## config.mk

```make
export PLATFORM = sky130hd
export DESIGN_NAME = table_dpcm_audio_chunk_decoder
export DESIGN_NICKNAME = d
export VERILOG_FILES = /design/src/hdl/tdpcm_pkg.sv /design/src/hdl/table_dpcm_audio_chunk_decoder.sv
export SDC_FILE = /design/constraint.sdc
export NUM_CORES = 1
export LEC_CHECK = 0
export BUFFER_PORTS_ARGS = -buffer_cell sky130_fd_sc_hd__buf_2
export CAP_MARGIN = 20
export CELL_PAD_IN_SITES_DETAIL_PLACEMENT = 0
export CELL_PAD_IN_SITES_GLOBAL_PLACEMENT = 1
export CORE_UTILIZATION = 45
export DETAILED_ROUTE_END_ITERATION = 7
export PLACE_DENSITY_LB_ADDON = 0.15
export SLEW_MARGIN = 20
export SYNTH_ARGS = -nofsm -noshare
export SYNTH_HDL_FRONTEND = slang
export SYNTH_SLANG_ARGS = --single-unit
```

## constraint.sdc

```tcl
create_clock -name i_clk -period 7 [get_ports i_clk]
set_clock_uncertainty 0.2 [all_clocks]
set_input_delay 0 -clock i_clk [delete_from_list [all_inputs] [get_ports i_clk]]
set_output_delay 0 -clock i_clk [all_outputs]
set_load 0.1 [all_outputs]
```

## src/hdl/tdpcm_pkg.sv

```systemverilog
// ----------------------------------------------------------------------------
// Table DPCM decoder package
// Step table, configuration register indexes and shared types.
// ----------------------------------------------------------------------------
package tdpcm_pkg;

    typedef logic [14:0] t_step;
    typedef logic [1:0]  t_cfg_index;

    localparam t_cfg_index CFG_CHANNEL_COUNT = 2'd0;
    localparam t_cfg_index CFG_CHUNK_SAMPLES = 2'd1;
    localparam t_cfg_index CFG_SIXTEEN_BIT   = 2'd2;

    localparam int STEP_COUNT = 128;

    localparam t_step STEP_TABLE [STEP_COUNT] = '{
        15'h000, 15'h008, 15'h010, 15'h020, 15'h030, 15'h040, 15'h050, 15'h060,
        15'h070, 15'h080, 15'h090, 15'h0A0, 15'h0B0, 15'h0C0, 15'h0D0, 15'h0E0,
        15'h0F0, 15'h100, 15'h110, 15'h120, 15'h130, 15'h140, 15'h150, 15'h160,
        15'h170, 15'h180, 15'h190, 15'h1A0, 15'h1B0, 15'h1C0, 15'h1D0, 15'h1E0,
        15'h1F0, 15'h200, 15'h208, 15'h210, 15'h218, 15'h220, 15'h228, 15'h230,
        15'h238, 15'h240, 15'h248, 15'h250, 15'h258, 15'h260, 15'h268, 15'h270,
        15'h278, 15'h280, 15'h288, 15'h290, 15'h298, 15'h2A0, 15'h2A8, 15'h2B0,
        15'h2B8, 15'h2C0, 15'h2C8, 15'h2D0, 15'h2D8, 15'h2E0, 15'h2E8, 15'h2F0,
        15'h2F8, 15'h300, 15'h308, 15'h310, 15'h318, 15'h320, 15'h328, 15'h330,
        15'h338, 15'h340, 15'h348, 15'h350, 15'h358, 15'h360, 15'h368, 15'h370,
        15'h378, 15'h380, 15'h388, 15'h390, 15'h398, 15'h3A0, 15'h3A8, 15'h3B0,
        15'h3B8, 15'h3C0, 15'h3C8, 15'h3D0, 15'h3D8, 15'h3E0, 15'h3E8, 15'h3F0,
        15'h3F8, 15'h400, 15'h440, 15'h480, 15'h4C0, 15'h500, 15'h540, 15'h580,
        15'h5C0, 15'h600, 15'h640, 15'h680, 15'h6C0, 15'h700, 15'h740, 15'h780,
        15'h7C0, 15'h800, 15'h900, 15'hA00, 15'hB00, 15'hC00, 15'hD00, 15'hE00,
        15'hF00, 15'h1000, 15'h1400, 15'h1800, 15'h1C00, 15'h2000, 15'h3000,
        15'h4000
    };

endpackage

```

## src/hdl/table_dpcm_audio_chunk_decoder.sv

```systemverilog
// ----------------------------------------------------------------------------
// Table DPCM audio chunk decoder
// Decodes audio chunks into 16-bit samples, one byte a cycle unless stalled.
// ----------------------------------------------------------------------------
// The decoder accepts one byte every clock cycle while the output side keeps
// up. A byte waits in the input register; the step lookup, add and clip are
// combinational up to the result register, so its sample is presented in the
// cycle after the transfer. A stalled output holds the input register and
// stops the byte stream. In 16-bit mode each chunk starts with one raw
// little-endian sample per channel; the low byte of each is only latched and
// gives no output, so a chunk of as many bytes as the chunk sample count plus
// one per channel yields that many samples. In 8-bit mode each byte comes out
// unchanged. The configuration must be written only while no byte is in
// flight, and the feeder must deliver whole chunks; the block enforces neither.
module table_dpcm_audio_chunk_decoder
    import tdpcm_pkg::*;
(
    input  logic               i_clk,
    input  logic               i_rst_n,
    input  logic               i_cfg_valid,
    output logic               o_cfg_ready,
    input  t_cfg_index         i_cfg_index,
    input  logic [15:0]        i_cfg_data,
    input  logic               i_in_valid,
    output logic               o_in_ready,
    input  logic [7:0]         i_data_byte,
    output logic               o_out_valid,
    input  logic               i_out_ready,
    output logic signed [15:0] o_sample,
    output logic               o_channel,
    output logic               o_chunk_end
);

    // Configuration.
    logic [1:0]  r_channel_count;
    logic [15:0] r_chunk_samples;
    logic        r_sixteen_bit;

    // Decode state.
    logic signed [15:0] r_pred [2];
    logic [16:0]        r_pos;
    logic [7:0]         r_low_byte;
    logic               r_cur_ch;

    // Input register and result register.
    logic               r_in_vld;
    logic [7:0]         r_in_byte;
    logic               r_out_vld;
    logic signed [15:0] r_out_sample;
    logic               r_out_ch;
    logic               r_out_end;

    logic               adv;
    logic               stereo;
    logic [2:0]         hdr_len;
    logic [16:0]        total16;
    logic [16:0]        total;
    logic               last;
    logic               is_hdr;
    logic               hdr_low;
    logic               ch_sel;
    logic signed [15:0] pred_cur;
    t_step              step;
    logic signed [17:0] sum;
    logic signed [15:0] clipped;
    logic signed [15:0] n_sample;
    logic               n_ch;
    logic               n_cur_ch;

    assign o_cfg_ready = 1'b1;
    assign adv         = r_in_vld && (!r_out_vld || i_out_ready);
    assign o_in_ready  = !r_in_vld || adv;

    assign stereo  = r_channel_count[1];
    assign hdr_len = stereo ? 3'd4 : 3'd2;

    always_comb begin
        total16 = {1'b0, r_chunk_samples} + (stereo ? 17'd2 : 17'd1);
        if (r_sixteen_bit) begin
            total = (total16 < {14'd0, hdr_len}) ? {14'd0, hdr_len} : total16;
        end else begin
            total = (r_chunk_samples == 16'd0) ? 17'd1 : {1'b0, r_chunk_samples};
        end
    end

    assign last    = r_pos >= (total - 17'd1);
    assign is_hdr  = r_sixteen_bit && (r_pos < {14'd0, hdr_len});
    assign hdr_low = is_hdr && !r_pos[0];

    assign ch_sel   = is_hdr ? r_pos[1] : r_cur_ch;
    assign pred_cur = r_pred[ch_sel];
    assign step     = STEP_TABLE[r_in_byte[6:0]];

    always_comb begin
        if (r_in_byte[7]) begin
            sum = {{2{pred_cur[15]}}, pred_cur} - {3'd0, step};
        end else begin
            sum = {{2{pred_cur[15]}}, pred_cur} + {3'd0, step};
        end
        if (!sum[17] && (sum[16:15] != 2'b00)) begin
            clipped = 16'sh7FFF;
        end else if (sum[17] && (sum[16:15] != 2'b11)) begin
            clipped = -16'sh8000;
        end else begin
            clipped = sum[15:0];
        end
    end

    always_comb begin
        n_ch = ch_sel;
        if (is_hdr) begin
            n_sample = {r_in_byte, r_low_byte};
            n_cur_ch = 1'b0;
        end else if (r_sixteen_bit) begin
            n_sample = clipped;
            n_cur_ch = stereo ? !r_cur_ch : 1'b0;
        end else begin
            n_sample = {8'd0, r_in_byte};
            n_cur_ch = stereo ? !r_cur_ch : 1'b0;
        end
        if (last) begin
            n_cur_ch = 1'b0;
        end
    end

    always_ff @(posedge i_clk) begin
        if (!i_rst_n) begin
            r_channel_count <= 2'd1;
            r_chunk_samples <= 16'd1;
            r_sixteen_bit   <= 1'b1;
        end else if (i_cfg_valid) begin
            case (i_cfg_index)
                CFG_CHANNEL_COUNT: r_channel_count <= i_cfg_data[1:0];
                CFG_CHUNK_SAMPLES: r_chunk_samples <= i_cfg_data;
                CFG_SIXTEEN_BIT:   r_sixteen_bit   <= i_cfg_data[0];
                default: ;
            endcase
        end
    end

    always_ff @(posedge i_clk) begin
        if (!i_rst_n) begin
            r_in_vld <= 1'b0;
        end else if (o_in_ready) begin
            r_in_vld <= i_in_valid;
        end
        if (o_in_ready && i_in_valid) begin
            r_in_byte <= i_data_byte;
        end
    end

    always_ff @(posedge i_clk) begin
        if (!i_rst_n) begin
            r_pred[0]  <= '0;
            r_pred[1]  <= '0;
            r_pos      <= '0;
            r_low_byte <= '0;
            r_cur_ch   <= 1'b0;
        end else if (adv) begin
            if (hdr_low) begin
                r_low_byte <= r_in_byte;
                r_pos      <= r_pos + 17'd1;
            end else begin
                if (r_sixteen_bit) begin
                    r_pred[ch_sel] <= n_sample;
                end
                r_cur_ch <= n_cur_ch;
                r_pos    <= last ? 17'd0 : r_pos + 17'd1;
            end
        end
    end

    always_ff @(posedge i_clk) begin
        if (!i_rst_n) begin
            r_out_vld <= 1'b0;
        end else if (adv) begin
            r_out_vld <= !hdr_low;
        end else if (i_out_ready) begin
            r_out_vld <= 1'b0;
        end
        if (adv && !hdr_low) begin
            r_out_sample <= n_sample;
            r_out_ch     <= n_ch;
            r_out_end    <= last;
        end
    end

    assign o_out_valid = r_out_vld;
    assign o_sample    = r_out_sample;
    assign o_channel   = r_out_ch;
    assign o_chunk_end = r_out_end;

    // A header low byte only moves the position on.
    a_hdr_low_no_result: assert property (@(posedge i_clk) disable iff (!i_rst_n)
        adv && hdr_low |=> !r_out_vld && r_pos == $past(r_pos) + 17'd1)
        else $error("header low byte produced a result or lost its position");

    // The last byte of a chunk restarts position and channel.
    a_chunk_restart: assert property (@(posedge i_clk) disable iff (!i_rst_n)
        adv && !hdr_low && last |=> r_pos == 17'd0 && !r_cur_ch && r_out_end)
        else $error("chunk end did not restart the chunk");

    // A result that is not taken stays valid and unchanged.
    a_out_hold: assert property (@(posedge i_clk) disable iff (!i_rst_n)
        r_out_vld && !i_out_ready |=> r_out_vld && $stable(r_out_sample)
            && $stable(r_out_ch) && $stable(r_out_end))
        else $error("result changed while stalled");

    // A held input byte is not overwritten before it is decoded.
    a_in_hold: assert property (@(posedge i_clk) disable iff (!i_rst_n)
        r_in_vld && !adv |=> r_in_vld && $stable(r_in_byte))
        else $error("input register overwritten while stalled");

endmodule
```

Word level (Yosys, flattened, before mapping)
Memories as Yosys holds them, arrays and structs flattened.
Index checks and enable logic that the tools add are counted.
{"block": "word_totals", "n_memories": 2, "ram_bits": 32, "mem_bits_ro": 1920, "regBits": 73, "in_bits": 31, "output_inout_bits": 21}
{"block": "classes", "reduce_logical": 25, "muxes": 29, "bitwise_logic": 2, "eq_ne": 3, "n_addsub": 5, "magnitude_cmp": 4}
{"memory": "(no name shown)", "depth": 128, "word_bits": 15, "rd": 1, "rd_ports_with_merged_regs": 0, "wr": 0, "line": "table_dpcm_audio_chunk_decoder.sv:92", "text": "assign step = STEP_TABLE[r_in_byte[6:0]];"}
{"memory": "r_pred", "depth": 2, "word_bits": 16, "rd": 1, "rd_ports_with_merged_regs": 0, "wr": 2, "line": "table_dpcm_audio_chunk_decoder.sv:40", "text": "logic signed [15:0] r_pred [2];"}
{"op": "$mux 16", "n": 6}
{"op": "$mux 17", "n": 4}
{"op": "$lt 17x3->1", "n": 2}
{"op": "$mux 15", "n": 2}
{"op": "$mux 18", "n": 1}
{"op": "$add 16x16->17", "n": 1}
{"op": "$add 16x2->17", "n": 1}
{"op": "$add 17x1->17 const B", "n": 1}
{"op": "$ge 17x17->1", "n": 1}
{"op": "$sub 16x16->17", "n": 1}
{"op": "$sub 17x1->17 const B", "n": 1}
{"op": "$logic_not 16->1", "n": 1}
{"op": "$reduce_or 16->1", "n": 1}
{"op": "$mux 1", "n": 14}
{"op": "$reduce_and 2->1", "n": 5}
{"op": "$ge 8x8->1 const B", "n": 1}
{"op": "$not 7->8", "n": 1}
{"op": "$logic_and 1x1->1", "n": 7}
{"op": "$logic_not 1->1", "n": 6}
{"op": "$reduce_bool 2->1", "n": 2}
{"op": "$mux 3", "n": 1}
{"op": "$eq 2x1->1 const B", "n": 1}
{"op": "$eq 2x2->1 const B", "n": 1}
{"op": "$logic_not 2->1", "n": 1}
{"op": "other kinds (4)", "n": 5}

Depth between registers and ports, before layout
An unclocked memory read counts as a cell.
{"block": "depth", "ltp_word": 14, "mapped_depth": 27}

Worst setup path before layout
OpenSTA, ideal clock, no wires.
{"block": "synth_timing", "kind": "register to register", "startpoint": "reg r_channel_count[1]", "endpoint": "reg r_pos[15]", "slack_ns": 0.810, "n_path_buf": 1, "stages_incl_launch_ff": 27, "arrival_ns": 5.925, "t_required_ns": 6.735, "setup_time_ns": 0.065, "cell_sequence": "dfxtp_1 -> inv_1 -> ha_1 -> inv_1 -> fa_1 -> and3b_1 -> nor4bb_1 -> mux2_1 -> o21a_1 -> nor3_1 -> mux2i_1 -> mux2i_1 -> ha_1 -> and2_1 -> nand2_1 -> mux2i_1 -> xnor2_1 -> ha_1 -> nand3_1 -> nor4_1 -> a211o_1 -> a21oi_1 -> nor2b_1 -> a2111oi_0 -> o21ai_1 -> clkbuf_1 -> nor2_1"}
{"block": "synth_via", "elab_chain_len": 9}
{"item": "start, declared", "line": "table_dpcm_audio_chunk_decoder.sv:35", "text": "logic [1:0] r_channel_count;"}
{"item": "start signal, assigned", "line": "table_dpcm_audio_chunk_decoder.sv:133", "text": "CFG_CHANNEL_COUNT: r_channel_count <= i_cfg_data[1:0];"}
{"item": "$mux 2", "line": "table_dpcm_audio_chunk_decoder.sv:78", "text": "total16 = {1'b0, r_chunk_samples} + (stereo ? 17'd2 : 17'd1);"}
{"item": "$add 16x2->17", "line": "table_dpcm_audio_chunk_decoder.sv:78"}
{"item": "$lt 17x3->1", "line": "table_dpcm_audio_chunk_decoder.sv:80", "text": "total = (total16 < {14'd0, hdr_len}) ? {14'd0, hdr_len} : total16;"}
{"item": "$mux 17", "line": "table_dpcm_audio_chunk_decoder.sv:80"}
{"item": "$mux 17", "line": "table_dpcm_audio_chunk_decoder.sv:79", "text": "if (r_sixteen_bit) begin"}
{"item": "$sub 17x1->17", "line": "table_dpcm_audio_chunk_decoder.sv:86", "text": "assign last = r_pos >= (total - 17'd1);"}
{"item": "$ge 17x17->1", "line": "table_dpcm_audio_chunk_decoder.sv:86"}
{"item": "$mux 17", "line": "table_dpcm_audio_chunk_decoder.sv:168", "text": "r_pos <= last ? 17'd0 : r_pos + 17'd1;"}
{"item": "$mux 17 *", "line": "table_dpcm_audio_chunk_decoder.sv:160", "text": "if (hdr_low) begin"}
{"item": "end signal, assigned", "line": "table_dpcm_audio_chunk_decoder.sv:162", "text": "r_pos <= r_pos + 17'd1;"}
{"item": "end signal, assigned", "line": "table_dpcm_audio_chunk_decoder.sv:168"}
{"item": "end, declared", "line": "table_dpcm_audio_chunk_decoder.sv:41", "text": "logic [16:0] r_pos;"}
Every way passes the cells marked *; elsewhere a longest branch is shown, timed or not.
A chain may end at the register's enable or synchronous reset.

==> metrics.md <==
| Metric | Value |
|---|---|
| Initial antenna violation count | `0` |
| Detailed router's first-iteration violation count | `322` |
| Pre-Repair DR Iteration Count | `5` |
| DR vias/cell | `5.63` |
| Gate count of the mapped netlist | `around 850` |
| Slew HR | `roughly a third` |
| WHS Path Cells | `2` |
| Die Y | `132 um` |
| F_max | `0.153 GHz` |
| Share of the synthesized area in the top cell type | `22.8%` |
| FFs w/ async S/R, synth | `0%` |
| Number of synthesis warnings | `0` |
| Max Cap Viol | `0` |
| Synth area leaders | `edfxtp_1 (23%), dfxtp_1 (12%), ha_1 (7.7%), nand2_1 (5.2%), nor2_1 (4.7%)` |
| DRC viols | `0` |
| Number of synthesized flops with an enable pin | `58` |
| Most common cell after layout, fill and taps aside | `nand2_1` |
| Largest family of logic cells by synthesized area | `simple AND/OR/NAND/NOR gates` |
| Vias in the first global route | `6247` |
| WL/cell | `between 15 and 20 um` |
| Rows | `47` |
| Most used cell, CP | `ha_1` |
| Synth Area in Simple Gates | `between 20% and 30%` |
| Ant. Diodes | `0` |
| GRT overflow | `0` |
| Leakage | `about 0.0035 uW` |
| Final Net Count | `just under 1000` |
| ANT nets after route | `0` |
| CP Max Fanout | `12` |
| Clock sink count | `104` |
| Io pins | `52` |
| CP Class | `flop to flop` |
| Crit-path leading delay family | `compound AO/OA/AOI/OAI gates` |
| Flop and latch count out of synthesis | `104` |
| Crit end category | `flop` |
| Avg Inst Size Synth | `9.01 um^2` |
| Routability cong. | `~0.90` |
| CP peak stage delay | `0.57 ns` |
| Max-slew violations | `0` |
| Final setup fails | `0` |
| Status | `completed` |
| GRT Resource Usage Total | `23.4%` |
| Register area | `about 0.0027 mm^2` |
| # fillers | `roughly 1600` |
| Crit path DAT | `around 6.4 ns` |
| H-tree Lvls | `3` |
| Worst Tran Pin Value | `between 0.9 and 1 ns` |
| Stages on worst setup path | `25` |
| Syn Std Cell Area | `between 0.007 and 0.008 mm^2` |
| Final worst setup slack | `roughly 0.46 ns` |
| Period minus WS final | `around 6.5 ns` |
| Synth Net Count | `~930` |
| Via count | `between 6000 and 7000` |
| Critical Path Start Type | `flop` |
| CTS Buf Count | `9` |
| Clock root buffer | `clkbuf_16` |
| Post-synthesis adder-cell area fraction | `7.96%` |
| Postcts setup bufs | `0` |
| Pwr Total | `between 1500 and 2000 uW` |
| Worst-Skew Late Latency | `about 0.36 ns` |
| Peak VDD IR | `between 0.0001 and 0.00015 V` |
| Final Hold Viols | `0` |
| IO Port Bufs | `50` |
| TritonCTS clock tree | `yes` |
| Worst Path Buf+Inv | `2` |
| Area Growth Syn to Fin | `13.0%` |
| Final WL | `between 15000 and 20000 um` |
| Critical Path RT | `6.89 ns` |
| Core area | `around 0.017 mm^2` |
| Cell taking the most area after synthesis | `edfxtp_1` |
| Multi-input gate area | `around 0.0046 mm^2` |
| Dpl ws | `approximately 0.48 ns` |
| Clock Pin Slew Worst Setup and Hold Paths | `approximately 0.080 ns` |
| Pwr Density | `slightly above 200 mW/mm^2` |
| R2r worst-path depth | `25` |
| Die W | `about 130 um` |
| Netlist cell types | `86` |
| Full die area | `roughly 0.017 mm^2` |
| Post-route clock period utilization | `93.4%` |
| HP Class | `input pin to flop` |
| Synth Area in Compound Gates | `a little under a fifth` |
| Xor/xnor share of the synthesized area | `8.05%` |
| First-pass GRT wire length | `between 30000 and 40000 um` |
| Layout cell share with drive strength beyond 1 | `between 10% and 20%` |
| Worst-case clock buffer depth | `2` |
| Final hold slack | `about 0.0057 ns` |
| CP max stage cell | `a31oi_1` |
| Commonest non-fill, non-tap cells in the layout | `nand2_1 (106), nor2_1 (96), edfxtp_1 (58)` |
| Synth Flop Type | `edfxtp_1` |
| Mux share of post-synthesis cell area | `4.10%` |
| Initial Util | `46.0%` |
| Setup TNS | `0 ns` |
| Largest net degree at the start of global routing | `38` |
| Register area share after synthesis | `between 30% and 40%` |
| RSZ-0062 raised after global routing | `no` |
| Hpwl dp | `approximately 15000 um` |
## area by class of cell
class                      count  share of cell area, %
tap                          220                   3.19
inverter                      37                   1.61
multi-input combinational    660                   53.2
clock buffer                   9                   2.61
clock inverter                 7                   1.00
timing repair buffer          92                   7.51
sequential                   104                   30.8
## where the power goes
part | switching [uW] | internal (uW)
logic | 304 | 195
registers | 24.0 | 670
clock network | 260 | 286
total | 588 | 1150
## sequential cells by signal, summed over array words and instances, names as in the netlist
register and flops:
o_channel 1, o_chunk_end 1, o_out_valid 1, o_sample 16, r_channel_count 1, r_chunk_samples 16
r_cur_ch 1, r_in_byte 8, r_in_vld 1, r_low_byte 8, r_pos 17, r_pred 32
r_sixteen_bit 1
## final timing paths
path | slack, ns | end | from
worst max-delay path | 0.46 | r_pred[1][6]$_SDFFCE_PN0P_ | r_in_byte[0]$_DFFE_PP_
worst min-delay path | 0.006 | r_low_byte[4]$_SDFFE_PN0P_ | i_rst_n
worst max register to register | 0.46 | r_pred[1][6]$_SDFFCE_PN0P_ | r_in_byte[0]$_DFFE_PP_
worst min register to register | 0.27 | r_low_byte[0]$_SDFFE_PN0P_ | r_low_byte[0]$_SDFFE_PN0P_
## timing repair
item                                    4_1_cts  5_1_grt
gates resized for setup                       0        1
endpoints found under the hold margin        28        0
endpoints found under the setup margin        0       15
hold buffers                                 33        0
## Yosys cell counts (3+ instances only)
| cell | count |
|---|---|
| nand3_1 | 22 |
| a22oi_2 | 4 |
| nor2_1 | 96 |
| xnor2_1 | 36 |
| nand2b_1 | 11 |
| a22oi_1 | 3 |
| a311oi_1 | 3 |
| nand2_1 | 106 |
| and3_1 | 11 |
| o31ai_1 | 8 |
| o21ai_1 | 6 |
| mux2i_1 | 11 |
| a21boi_0 | 25 |
| nor4_1 | 9 |
| buf_6 | 4 |
| inv_1 | 36 |
| or3_1 | 4 |
| nand3b_1 | 6 |
| nor3_1 | 16 |
| or2_2 | 3 |
| edfxtp_1 | 58 |
| a31oi_1 | 5 |
| ha_1 | 47 |
| buf_2 | 10 |
| o211ai_1 | 3 |
| buf_4 | 4 |
| a211oi_1 | 11 |
| nor2b_1 | 11 |
| nor3b_1 | 4 |
| and2_1 | 14 |
| o2111ai_1 | 3 |
| o21ai_0 | 18 |
| nand4_1 | 15 |
| a21o_1 | 9 |
| a21oi_1 | 29 |
| xor2_1 | 31 |
| clkbuf_1 | 25 |
| o21a_1 | 8 |
| a221oi_4 | 6 |
| mux2_2 | 15 |
| dfxtp_1 | 46 |
## through the flow
stage	util [%]	instances	instance area, um^2
after global placement	48.2	1080	7990
final	52.0	1129	8630
after detailed placement	48.2	1080	7990
after floorplan	-	847	7630
after CTS	52.0	1129	8630
after global routing	52.0	1129	8630
## worst reg2reg max path, stage by stage, from the launching register on
cell,delay [ns]
edfxtp_1,0.36
buf_4,0.21
inv_1,0.16
ha_1,0.26
ha_1,0.31
ha_1,0.29
ha_1,0.27
nor2b_1,0.12
o31ai_1,0.34
a2bb2oi_2,0.16
ha_1,0.23
and2_1,0.16
nand2_1,0.06
nand2_1,0.08
xor2_1,0.20
ha_1,0.38
nand4_1,0.11
a21oi_1,0.20
o2111ai_1,0.17
a31oi_1,0.57
xnor2_1,0.33
nor2b_1,0.15
mux2i_4,0.34
o21ai_2,0.11
a221oi_2,0.39
nor2_1,0.10
## layer usage
metal	routed length [um]	up-vias	GRT usage, %
met5	0	-	0
met4	329	0	6.58
met3	582	25	3.50
li1	-	3140	-
met2	10500	120	44.0
met1	8440	3074	27.3
## logic make-up after synthesis
logic type | after synthesis
flops | 104
other cells | 1
fa+ha+maj | 48
mux | 28
xor+xnor | 68
simple gates | 341
compound gates | 174
buf+inv | 83
No activity file was read; power rests on OpenSTA's default activity.
